**src/hw/rtl/adcl_pkg.sv**
```systemverilog
package adcl_pkg;

    // Widths of the directory state and of the ports.
    localparam int POS_W       = 6;
    localparam int IDX_W       = 5;
    localparam int SECTOR_W    = 6;
    localparam int CFG_INDEX_W = 1;
    localparam int CFG_DATA_W  = 16;

    // CRC-8 constants, MSB first.
    localparam logic [7:0] CRC_POLY = 8'h1D;
    localparam logic [7:0] CRC_INIT = 8'hC7;

    // Sector offset of the second directory.
    localparam logic [SECTOR_W-1:0] SECOND_SECTOR_OFFSET = 6'd16;

    // Configuration register indexes.
    localparam logic [CFG_INDEX_W-1:0] REG_SEARCH_AID = 1'b0;
    localparam logic [CFG_INDEX_W-1:0] REG_SECOND_DIR = 1'b1;

    // Result status codes.
    typedef enum logic [1:0] {
        STATUS_FOUND     = 2'd0,
        STATUS_NOT_FOUND = 2'd1,
        STATUS_BAD_CHECK = 2'd2
    } status_t;

    // One result beat.
    typedef struct packed {
        status_t             status;
        logic [SECTOR_W-1:0] sector;
        logic [7:0]          computed_crc;
    } result_t;

    // One byte through the CRC-8, eight shift steps unrolled.
    function automatic logic [7:0] crc8_byte(input logic [7:0] crc, input logic [7:0] b);
        logic [7:0] c;
        c = crc ^ b;
        for (int k = 0; k < 8; k++) begin
            c = c[7] ? ({c[6:0], 1'b0} ^ CRC_POLY) : {c[6:0], 1'b0};
        end
        return c;
    endfunction

endpackage

```
**src/hw/rtl/adcl_if.sv**
```systemverilog
// Directory byte channel.
interface adcl_in_if;
    import adcl_pkg::*;

    logic       valid;
    logic       ready;
    logic [7:0] data_byte;

    modport source (output valid, output data_byte, input ready);
    modport sink (input valid, input data_byte, output ready);
endinterface

// Lookup result channel.
interface adcl_out_if;
    import adcl_pkg::*;

    logic                valid;
    logic                ready;
    logic [1:0]          status;
    logic [SECTOR_W-1:0] sector;
    logic [7:0]          computed_crc;

    modport source (output valid, output status, output sector, output computed_crc,
                    input ready);
    modport sink (input valid, input status, input sector, input computed_crc,
                  output ready);
endinterface

```
**src/hw/rtl/app_directory_crc_lookup.sv**
```systemverilog
// The result beat is registered: it becomes valid in the cycle after the last directory byte is taken.
// Throughput: one directory byte per cycle; a CRC-8 step and a 16-bit compare per byte.
// Only the closing byte waits, and only while a previous result is still unread.
// Reset: rst_n clears the directory state to its start, the registers to zero and
// the result register to empty, asynchronously.
module app_directory_crc_lookup #(
    parameter int FIRST_DIR_BYTES  = 32,
    parameter int SECOND_DIR_BYTES = 48
) (
    input  logic                            clk,
    input  logic                            rst_n,
    adcl_in_if.sink                         dir_bytes,
    adcl_out_if.source                      result,
    input  logic                            cfg_wr_en,
    input  logic [adcl_pkg::CFG_INDEX_W-1:0] cfg_index,
    input  logic [adcl_pkg::CFG_DATA_W-1:0]  cfg_wdata
);
    import adcl_pkg::*;

    logic [CFG_DATA_W-1:0] search_aid_reg;
    logic                  second_dir_reg;
    result_t               result_next;
    logic                  result_load;
    logic                  out_busy;

    // Configuration registers.
    always_ff @(posedge clk or negedge rst_n)
    begin
        if (!rst_n)
        begin
            search_aid_reg <= '0;
            second_dir_reg <= 1'b0;
        end
        else if (cfg_wr_en)
        begin
            unique case (cfg_index)
                REG_SEARCH_AID: search_aid_reg <= cfg_wdata;
                REG_SECOND_DIR: second_dir_reg <= cfg_wdata[0];
            endcase
        end
    end

    // Per-byte CRC, pairing and match tracking.
    adcl_dir_track #(
        .FIRST_DIR_BYTES  (FIRST_DIR_BYTES),
        .SECOND_DIR_BYTES (SECOND_DIR_BYTES)
    ) u_track (
        .clk              (clk),
        .rst_n            (rst_n),
        .dir_bytes        (dir_bytes),
        .search_aid       (search_aid_reg),
        .second_directory (second_dir_reg),
        .out_busy         (out_busy),
        .result_next      (result_next),
        .result_load      (result_load)
    );

    // Result register.
    adcl_out_reg u_out (
        .clk         (clk),
        .rst_n       (rst_n),
        .load        (result_load),
        .result_next (result_next),
        .result      (result),
        .busy        (out_busy)
    );

endmodule

```
**src/hw/rtl/adcl_dir_track.sv**
```systemverilog
module adcl_dir_track #(
    parameter int FIRST_DIR_BYTES  = 32,
    parameter int SECOND_DIR_BYTES = 48
) (
    input  logic                           clk,
    input  logic                           rst_n,
    adcl_in_if.sink                        dir_bytes,
    input  logic [adcl_pkg::CFG_DATA_W-1:0] search_aid,
    input  logic                           second_directory,
    input  logic                           out_busy,
    output adcl_pkg::result_t              result_next,
    output logic                           result_load
);
    import adcl_pkg::*;

    localparam logic [POS_W:0] FIRST_LEN  = (POS_W+1)'(FIRST_DIR_BYTES);
    localparam logic [POS_W:0] SECOND_LEN = (POS_W+1)'(SECOND_DIR_BYTES);

    logic [POS_W-1:0] pos_reg;
    logic [7:0]       crc_reg;
    logic [7:0]       check_reg;
    logic [7:0]       high_reg;
    logic             seen_reg;
    logic [IDX_W-1:0] idx_reg;

    logic [POS_W:0]   dir_len;
    logic             last;
    logic             accept;
    logic [7:0]       crc_new;
    logic [7:0]       check_new;
    logic             pair_slot;
    logic             hit;
    logic             found;
    logic [IDX_W-1:0] found_idx;

    // The length in force now decides whether this byte closes the directory.
    assign dir_len = second_directory ? SECOND_LEN : FIRST_LEN;
    assign last    = ({1'b0, pos_reg} + (POS_W+1)'(1)) >= dir_len;

    // Bytes that close nothing never wait on the result register.
    assign dir_bytes.ready = !last || !out_busy;
    assign accept          = dir_bytes.valid && dir_bytes.ready;

    // Byte 0 is the stored check; later bytes feed the CRC.
    assign crc_new   = (pos_reg == '0) ? crc_reg : crc8_byte(crc_reg, dir_bytes.data_byte);
    assign check_new = (pos_reg == '0) ? dir_bytes.data_byte : check_reg;

    // Odd positions from three upward complete an identifier pair.
    assign pair_slot = pos_reg[0] && (pos_reg[POS_W-1:1] != '0);
    assign hit       = pair_slot && !seen_reg && ({high_reg, dir_bytes.data_byte} == search_aid);
    assign found     = seen_reg || hit;
    assign found_idx = seen_reg ? idx_reg : pos_reg[POS_W-1:1];

    // Result of the closing byte.
    always_comb
    begin
        result_next.computed_crc = crc_new;
        if (crc_new != check_new)
        begin
            result_next.status = STATUS_BAD_CHECK;
            result_next.sector = '0;
        end
        else if (found)
        begin
            result_next.status = STATUS_FOUND;
            result_next.sector = {1'b0, found_idx}
                               + (second_directory ? SECOND_SECTOR_OFFSET : '0);
        end
        else
        begin
            result_next.status = STATUS_NOT_FOUND;
            result_next.sector = '0;
        end
    end

    assign result_load = accept && last;

    // Directory state, restarted after the closing byte.
    always_ff @(posedge clk or negedge rst_n)
    begin
        if (!rst_n)
        begin
            pos_reg   <= '0;
            crc_reg   <= CRC_INIT;
            check_reg <= '0;
            high_reg  <= '0;
            seen_reg  <= 1'b0;
            idx_reg   <= '0;
        end
        else if (accept)
        begin
            if (last)
            begin
                pos_reg   <= '0;
                crc_reg   <= CRC_INIT;
                check_reg <= '0;
                high_reg  <= '0;
                seen_reg  <= 1'b0;
                idx_reg   <= '0;
            end
            else
            begin
                pos_reg   <= pos_reg + POS_W'(1);
                crc_reg   <= crc_new;
                check_reg <= check_new;
                if (!pos_reg[0] && (pos_reg != '0))
                begin
                    high_reg <= dir_bytes.data_byte;
                end
                if (hit)
                begin
                    seen_reg <= 1'b1;
                    idx_reg  <= pos_reg[POS_W-1:1];
                end
            end
        end
    end

endmodule

```
**src/hw/rtl/adcl_out_reg.sv**
```systemverilog
module adcl_out_reg (
    input  logic              clk,
    input  logic              rst_n,
    input  logic              load,
    input  adcl_pkg::result_t result_next,
    adcl_out_if.source        result,
    output logic              busy
);
    import adcl_pkg::*;

    logic    valid_reg;
    result_t data_reg;

    // A held beat that the sink does not take this cycle blocks a new one.
    assign busy = valid_reg && !result.ready;

    // Valid flag of the result beat.
    always_ff @(posedge clk or negedge rst_n)
    begin
        if (!rst_n)
        begin
            valid_reg <= 1'b0;
        end
        else if (load)
        begin
            valid_reg <= 1'b1;
        end
        else if (result.ready)
        begin
            valid_reg <= 1'b0;
        end
    end

    // Payload of the result beat.
    always_ff @(posedge clk)
    begin
        if (load)
        begin
            data_reg <= result_next;
        end
    end

    assign result.valid        = valid_reg;
    assign result.status       = data_reg.status;
    assign result.sector       = data_reg.sector;
    assign result.computed_crc = data_reg.computed_crc;

endmodule

```
**src/flat_wrapper.sv**
```systemverilog
// flat-port wrapper written by rule: the top's interface ports become plain ports
module app_directory_crc_lookup_flat import adcl_pkg::*;
#(
    parameter int FIRST_DIR_BYTES  = 32,
    parameter int SECOND_DIR_BYTES = 48
)
  (clk, rst_n, cfg_wr_en, cfg_index, cfg_wdata, dir_bytes_valid, dir_bytes_data_byte, dir_bytes_ready, result_valid, result_status, result_sector, result_computed_crc, result_ready);
  adcl_in_if dir_bytes_i ();
  adcl_out_if result_i ();
  input  logic clk;
  input  logic rst_n;
  input  logic cfg_wr_en;
  input  logic [adcl_pkg::CFG_INDEX_W-1:0] cfg_index;
  input  logic [adcl_pkg::CFG_DATA_W-1:0] cfg_wdata;
  input wire logic [$bits(dir_bytes_i.valid)-1:0] dir_bytes_valid;
  input wire logic [$bits(dir_bytes_i.data_byte)-1:0] dir_bytes_data_byte;
  output wire logic [$bits(dir_bytes_i.ready)-1:0] dir_bytes_ready;
  output wire logic [$bits(result_i.valid)-1:0] result_valid;
  output wire logic [$bits(result_i.status)-1:0] result_status;
  output wire logic [$bits(result_i.sector)-1:0] result_sector;
  output wire logic [$bits(result_i.computed_crc)-1:0] result_computed_crc;
  input wire logic [$bits(result_i.ready)-1:0] result_ready;
  assign dir_bytes_i.valid = dir_bytes_valid;
  assign dir_bytes_i.data_byte = dir_bytes_data_byte;
  assign dir_bytes_ready = dir_bytes_i.ready;
  assign result_valid = result_i.valid;
  assign result_status = result_i.status;
  assign result_sector = result_i.sector;
  assign result_computed_crc = result_i.computed_crc;
  assign result_i.ready = result_ready;
  app_directory_crc_lookup #(.FIRST_DIR_BYTES(FIRST_DIR_BYTES), .SECOND_DIR_BYTES(SECOND_DIR_BYTES)) u_core (.clk(clk), .rst_n(rst_n), .dir_bytes(dir_bytes_i), .result(result_i), .cfg_wr_en(cfg_wr_en), .cfg_index(cfg_index), .cfg_wdata(cfg_wdata));
endmodule
```
**config.mk**
```make
export PLATFORM = sky130hd
export DESIGN_NAME = app_directory_crc_lookup_flat
export DESIGN_NICKNAME = d
export VERILOG_FILES = /design/src/hw/rtl/adcl_pkg.sv /design/src/hw/rtl/adcl_if.sv /design/src/hw/rtl/app_directory_crc_lookup.sv /design/src/hw/rtl/adcl_dir_track.sv /design/src/hw/rtl/adcl_out_reg.sv /design/src/flat_wrapper.sv
export SDC_FILE = /design/constraint.sdc
export NUM_CORES = 1
export LEC_CHECK = 0
export ABC_AREA = 1
export BUFFER_PORTS_ARGS = -buffer_cell sky130_fd_sc_hd__buf_4
export CAP_MARGIN = 5
export CELL_PAD_IN_SITES_DETAIL_PLACEMENT = 1
export CELL_PAD_IN_SITES_GLOBAL_PLACEMENT = 2
export CORE_ASPECT_RATIO = 2
export CORE_MARGIN = 2
export CORE_UTILIZATION = 30
export DETAILED_ROUTE_END_ITERATION = 16
export GPL_TIMING_DRIVEN = 1
export PLACE_DENSITY_LB_ADDON = 0.1
export SYNTH_ARGS = -nofsm -noshare
export SYNTH_HDL_FRONTEND = slang
export SYNTH_HIERARCHICAL = 1
export SYNTH_SLANG_ARGS = --single-unit
```
**constraint.sdc**
```tcl
create_clock -name clk -period 7.4 [get_ports clk]
set_input_delay 1.48 -clock clk [delete_from_list [all_inputs] [get_ports clk]]
set_output_delay 1.48 -clock clk [all_outputs]
set_load 0.005 [all_outputs]
```
Word level (Yosys, flattened, before mapping)
Cells that the tools add are included.
{"block": "classes", "add_sub_neg": 3, "n_bitwise": 11, "n_eq_ne": 2, "n_lt_le_gt_ge": 1, "n_reduce_logical": 25, "mux": 25}
{"op": "2-to-1 mux 5 bit", "n": 13}
{"op": "2-to-1 mux 8 bit", "n": 6}
{"op": "inverter 4 bit", "n": 8}
{"op": "equality test 16 bit", "n": 1}
{"op": "!= test 8 bit", "n": 1}
{"op": "AND reduction 2 bit", "n": 4}
{"op": "bitwise XOR 8 bit", "n": 1}
{"op": "adder 6 x 1 -> 7 bit (second input constant)", "n": 1}
{"op": "greater-or-equal comparator 7 bit", "n": 1}
{"op": "logical AND 1 bit", "n": 7}
{"op": "2-to-1 mux 7 bit", "n": 1}
{"op": "adder 5 x 5 -> 6 bit", "n": 1}
{"op": "adder 6 x 1 -> 6 bit (second input constant)", "n": 1}
{"op": "logical NOT 6 bit", "n": 1}
{"op": "2-to-1 mux 6 bit", "n": 1}
{"op": "nonzero test 2 bit", "n": 3}
{"op": "nonzero test 6 bit", "n": 1}
{"op": "logical NOT 1 bit", "n": 5}
{"op": "nonzero test 5 bit", "n": 1}
{"op": "2-to-1 mux 1 bit", "n": 4}
{"op": "logical OR 1 bit", "n": 2}
{"op": "inverter 1 bit", "n": 2}
{"op": "OR reduction 2 bit", "n": 1}
{"block": "word_totals", "in_bits": 30, "out_inout_bits": 18, "word_cells": 79, "regBits": 70}

Longest topological paths before layout
{"block": "logic_depth", "ltp_word": 20, "depth_mapped": 18, "ltp_nobuf": 17}

Hierarchy
The synthesis kept the hierarchy.
{"mod": "adcl_dir_track", "n_inst": 1, "cells_per_inst": 438, "area_per_inst_um2": 2844.0}
{"mod": "app_directory_crc_lookup", "n_inst": 1, "cells_per_inst": 75, "area_per_inst_um2": 690.7}
{"mod": "adcl_out_reg", "n_inst": 1, "cells_per_inst": 22, "area_per_inst_um2": 526.8}

Worst setup path after synthesis
OpenSTA, ideal clock, no wires.
{"block": "synth_path", "path_type": "input to output", "start": "input result_ready", "end": "output dir_bytes_ready", "setup_slack_ns": 4.210, "required_ns": 5.920, "stages": 4, "t_arrival_ns": 1.710, "path_cell_list": "inv_1 > nand2_2 > inv_1 > nand2_4"}
{"block": "synth_via", "elab_chain_len": 4}
{"item": "from (decl)", "line_no": "flat_wrapper.sv:22", "rtl": "input wire logic [$bits(result_i.ready)-1:0] result_ready;"}
{"item": "logical NOT 1 bit", "line_no": "adcl_out_reg.sv:15", "rtl": "assign busy = valid_reg && !result.ready;"}
{"item": "logical AND 1 bit", "line_no": "adcl_out_reg.sv:15"}
{"item": "named net u_core.out_busy", "line_no": "app_directory_crc_lookup.sv:24", "rtl": "logic out_busy;"}
{"item": "logical NOT 1 bit", "line_no": "adcl_dir_track.sv:41", "rtl": "assign dir_bytes.ready = !last || !out_busy;"}
{"item": "logical OR 1 bit", "line_no": "adcl_dir_track.sv:41"}
{"item": "to (decl)", "line_no": "flat_wrapper.sv:17", "rtl": "output wire logic [$bits(dir_bytes_i.ready)-1:0] dir_bytes_ready;"}
The timed path passes the listed nets, and every way through them passes these cells.

Final worst setup path
{"block": "layout_path", "start": "register u_core.u_track.pos_reg[0]", "end": "output dir_bytes_ready"}
{"block": "layout_via", "elab_chain_len": 4}
{"item": "from (decl)", "line_no": "adcl_dir_track.sv:19", "rtl": "logic [POS_W-1:0] pos_reg;"}
{"item": "from (signal assigned)", "line_no": "adcl_dir_track.sv:103", "rtl": "pos_reg <= pos_reg + POS_W'(1);"}
{"item": "adder 6 x 1 -> 7 bit", "line_no": "adcl_dir_track.sv:38", "rtl": "assign last = ({1'b0, pos_reg} + (POS_W+1)'(1)) >= dir_len;"}
{"item": "greater-or-equal comparator 7 bit", "line_no": "adcl_dir_track.sv:38"}
{"item": "logical NOT 1 bit", "line_no": "adcl_dir_track.sv:41"}
{"item": "logical OR 1 bit", "line_no": "adcl_dir_track.sv:41"}
Every way passes these cells.

==> results summary <==
The flip-flop and latch count after synthesis came out at 70. The worst hold slack across all endpoints came out at 0.472 ns. Setup violations remaining at the end of the flow were counted as 0.

The number of enable flip-flop cells after synthesis is 16. The period utilization came out at between 50 and 60%. Setup repair after global routing left no endpoint under its margin. The placed wire-length estimate after detailed placement came out at 10,100 um. The sum of overflow across all layers after global routing came out at 0. The deepest clock path buffer count is 2. The combinational family with the most area after synthesis is simple AND/OR/NAND/NOR gates. The worst max-slew margin expressed relative to the limit is between 40 and 50%. Using the TritonRoute via totals, the vias-per-cell ratio works out to 4.90. For this configuration, the core starts out at a cell density of 30.4%. The leakage power came out at 0.00247 uW.

The routed wire length came out at approximately 13,000 um. TritonCTS built the clock tree. The H-tree level count is 3. From synthesis to final layout, the design area changed by 19.9%.

During placement, the flow inserted port buffers numbering 47. The synthesized-area fraction occupied by adder cells came out at under 10%. The synthesized-area fraction occupied by ao, oa, aoi and oai cells came out at 9.27%. The region available for standard cell placement spans between 10,000 and 15,000 um^2. The post-synthesis xor/xnor area fraction is 2.16%.

In this run the power density over the cells is between 400 and 500 nW/um^2. The post-synthesis sequential area ratio is 45.3%. The routed length per instance came out at 17.1 um.

With fillers left out, the area of the finished cells amounts to 4870 um^2. The hold violation total from the final report came out at 0. Leaving out fill and tap cells, the most frequent cells in the layout are sky130_fd_sc_hd__nand2_1, sky130_fd_sc_hd__dfrtp_1, sky130_fd_sc_hd__buf_4, sky130_fd_sc_hd__inv_1, sky130_fd_sc_hd__nand3_1. Of the post-synthesis cell area, the part taken by muxes is 0%. The number of primary I/O pins came out at 48. The via count came out at 3,639.

The run finished with clean final reports. The fmax is 256 MHz. The number of max-slew violations in the final report was 0.

The routability congestion estimate is just under 0.9. The number of diodes came out at 0. The DRC violations left is 0. Synthesis handed over a netlist of 535 instances.

The number of antenna violations at the first check in global routing is 0. The share of flip-flops with an asynchronous set or reset came out at 77.1%. The count of buffers added by post-CTS timing repair for setup is 0. The cts-stage hold buffer count is 0. The flip-flop count of the largest register, all copies and words added came out at 16. The post-detailed-placement cell area came out at approximately 4500 um^2. STA classifies the critical path endpoint as an output pin. The critical path arrival is 2.42 ns. The post-route netlist has 20.4% of its cells at a drive strength greater than 1.

The die outline area is 14,500 um^2. The maximum resistive drop on vdd came out at 177 uV. The post-synthesis cell type count is 41. The synthesized-area fraction occupied by and/or/nand/nor cells came out at between 30% and 40%. The critical path is of the reg -> out type. The number of clock sinks seen by CTS came out at 70.

The net count of the mapped netlist is 569. The total of max-cap violations came out at 0. On the final layout, the worst clock skew is 0.00646 ns. The die width is 86.3 um.

Before antenna repair, the detailed router went through 4 iterations. In this run, the number of DRC markers left after iteration 0 of detailed routing was between 100 and 150. The number of nets in the final layout is 616.

STA classifies the critical path startpoint as a flop. Buffers inserted during clock tree synthesis total 9. Summed over all failing endpoints, the final setup total negative slack is 0 ns.

The die is between 150 and 200 um tall. The overall global routing resource usage came out at 18.9%. The worst hold path belongs to the class reg -> reg. For the pin with the worst max-slew slack, the measured transition is 0.801 ns. The final antenna-violating net count is 0. The via count of the first global-routing pass came out at 3,947. Leaving out fill and tap cells, the most frequent cell in the layout is sky130_fd_sc_hd__nand2_1. The data required time of the worst path came out at 5.92 ns. The largest net degree at the start of global routing is 55. The number of core rows is 60.

The main flop type after synthesis is sky130_fd_sc_hd__dfrtp_1. A synthesized cell averages 7.59 um^2. Of all nets on the critical path, the largest fanout is 7. The clock slew at the register clock pins of the worst setup and hold paths is ~0.06 ns.

Clock tree synthesis selected as its root buffer the cell sky130_fd_sc_hd__clkbuf_16. The clock period minus final worst setup slack is 3.90 ns. The synthesized cell area came out at 4060 um^2. The first global-routing pass estimated between 20,000 and 25,000 um of wire.

The yosys synthesis warning count came out at 6. The number of gates resized after cts came out at 0. The clock latency on the worst-skew pair came out at 0.34 ns.
## cells by family after synthesis
logic type / count (synthesis)
and+or+nand+nor: 317
buffers and inverters: 73
DFF: 70
AOI/OAI and AO/OA: 61
xor gates and xnor gates: 10
adders and majority gates: 4
## synthesized netlist by cell type, types with 2 or more instances
library cell                instances  share of area, %
sky130_fd_sc_hd__dfstp_2            5               3.2
sky130_fd_sc_hd__xor2_1             8               1.7
sky130_fd_sc_hd__dfrtp_1           49                30
sky130_fd_sc_hd__o21ai_0           28               3.5
sky130_fd_sc_hd__inv_1             45               4.2
sky130_fd_sc_hd__nand2_4            4               1.1
sky130_fd_sc_hd__o22ai_1            6              0.92
sky130_fd_sc_hd__o2111ai_1          2              0.43
sky130_fd_sc_hd__nor2_2             4              0.62
sky130_fd_sc_hd__a22oi_1            4              0.74
sky130_fd_sc_hd__nor2_4             2              0.55
sky130_fd_sc_hd__nand2_1          238                22
sky130_fd_sc_hd__buf_4              4              0.74
sky130_fd_sc_hd__o21ai_1            9               1.1
sky130_fd_sc_hd__buf_2              3              0.37
sky130_fd_sc_hd__inv_2             17               1.6
sky130_fd_sc_hd__xnor2_1            2              0.43
sky130_fd_sc_hd__buf_6              3              0.83
sky130_fd_sc_hd__nor2_1            11               1.0
sky130_fd_sc_hd__a221oi_1           2              0.43
sky130_fd_sc_hd__nand3_1           33               4.1
sky130_fd_sc_hd__edfxtp_1          16                12
sky130_fd_sc_hd__ha_1               4               1.2
sky130_fd_sc_hd__nor3_1             2              0.25
sky130_fd_sc_hd__a21oi_1            2              0.25
sky130_fd_sc_hd__nor3_2             2              0.49
sky130_fd_sc_hd__nand2_2           11               1.7
sky130_fd_sc_hd__nand3_4            2              0.86
sky130_fd_sc_hd__o21ai_2            3              0.65
sky130_fd_sc_hd__nand3_2            3              0.74
## metal layers
metal,vias up,part of all wire [%],track usage (%)
met2,44,58,36.0
met3,24,2.0,2.97
met1,1776,37,19.9
met5,-,0,0
li1,1795,-,-
met4,0,3.5,8.15
## layout make-up
class	count	area [um^2]
Inverter	62	233
Fill cell	1642	8490
Clock buffer	9	225
Clock inverter	7	120
Tap cell	155	194
Multi-Input combinational cell	392	1910
Sequential cell	70	1840
Timing Repair Buffer	47	353
## path summary, 6_finish.rpt
kind,from,end,slack (ns),depth (start not counted)
worst max register to register,u_core/u_track/pos_reg[0],u_core/u_out/result.computed_crc[1],3.97,15
worst min register to register,u_core/search_aid_reg[13],u_core/search_aid_reg[13],0.47,2
worst max-delay path,u_core/u_track/pos_reg[0],dir_bytes_ready,3.50,12
max in group asynchronous,rst_n,u_core/u_track/check_reg[0],5.69,1
min in group asynchronous,rst_n,u_core/u_track/idx_reg[3],1.20,1
worst min-delay path,u_core/search_aid_reg[13],u_core/search_aid_reg[13],0.47,2
## per-stage QoR
stage               instances  utilization [%]  setup WS [ns]  total power, uW
finish                    742             36.5           3.50             1990
global route              742             36.5           3.30             2160
CTS                       742             36.5           3.45             2030
detailed placement        726             33.9           3.85             1500
global placement          726             33.9           3.89             1480
floorplan                 535                -           4.21             1230
## power by group
part / switching (uW) / total [uW] / internal [uW] / leakage (uW)
Clock: 178 / 509 / 331 / 0.000166
Sequential: 85.4 / 601 / 516 / 0.000820
Combinational: 599 / 875 / 276 / 0.00149
Total: 863 / 1990 / 1120 / 0.00247
## critical path: stages, from the launching register on
cell and delay, ns:
sky130_fd_sc_hd__dfrtp_1 0.43, sky130_fd_sc_hd__ha_1 0.21, sky130_fd_sc_hd__nand2_1 0.11, sky130_fd_sc_hd__nor2_1 0.14, sky130_fd_sc_hd__xor2_1 0.16, sky130_fd_sc_hd__inv_1 0.08, sky130_fd_sc_hd__ha_1 0.27, sky130_fd_sc_hd__nand2_1 0.05
sky130_fd_sc_hd__o21ai_0 0.15, sky130_fd_sc_hd__nand2_1 0.11, sky130_fd_sc_hd__nand2_4 0.17, sky130_fd_sc_hd__nand2_4 0.07, sky130_fd_sc_hd__buf_4 0.14
(Power assumes the default switching activity.)
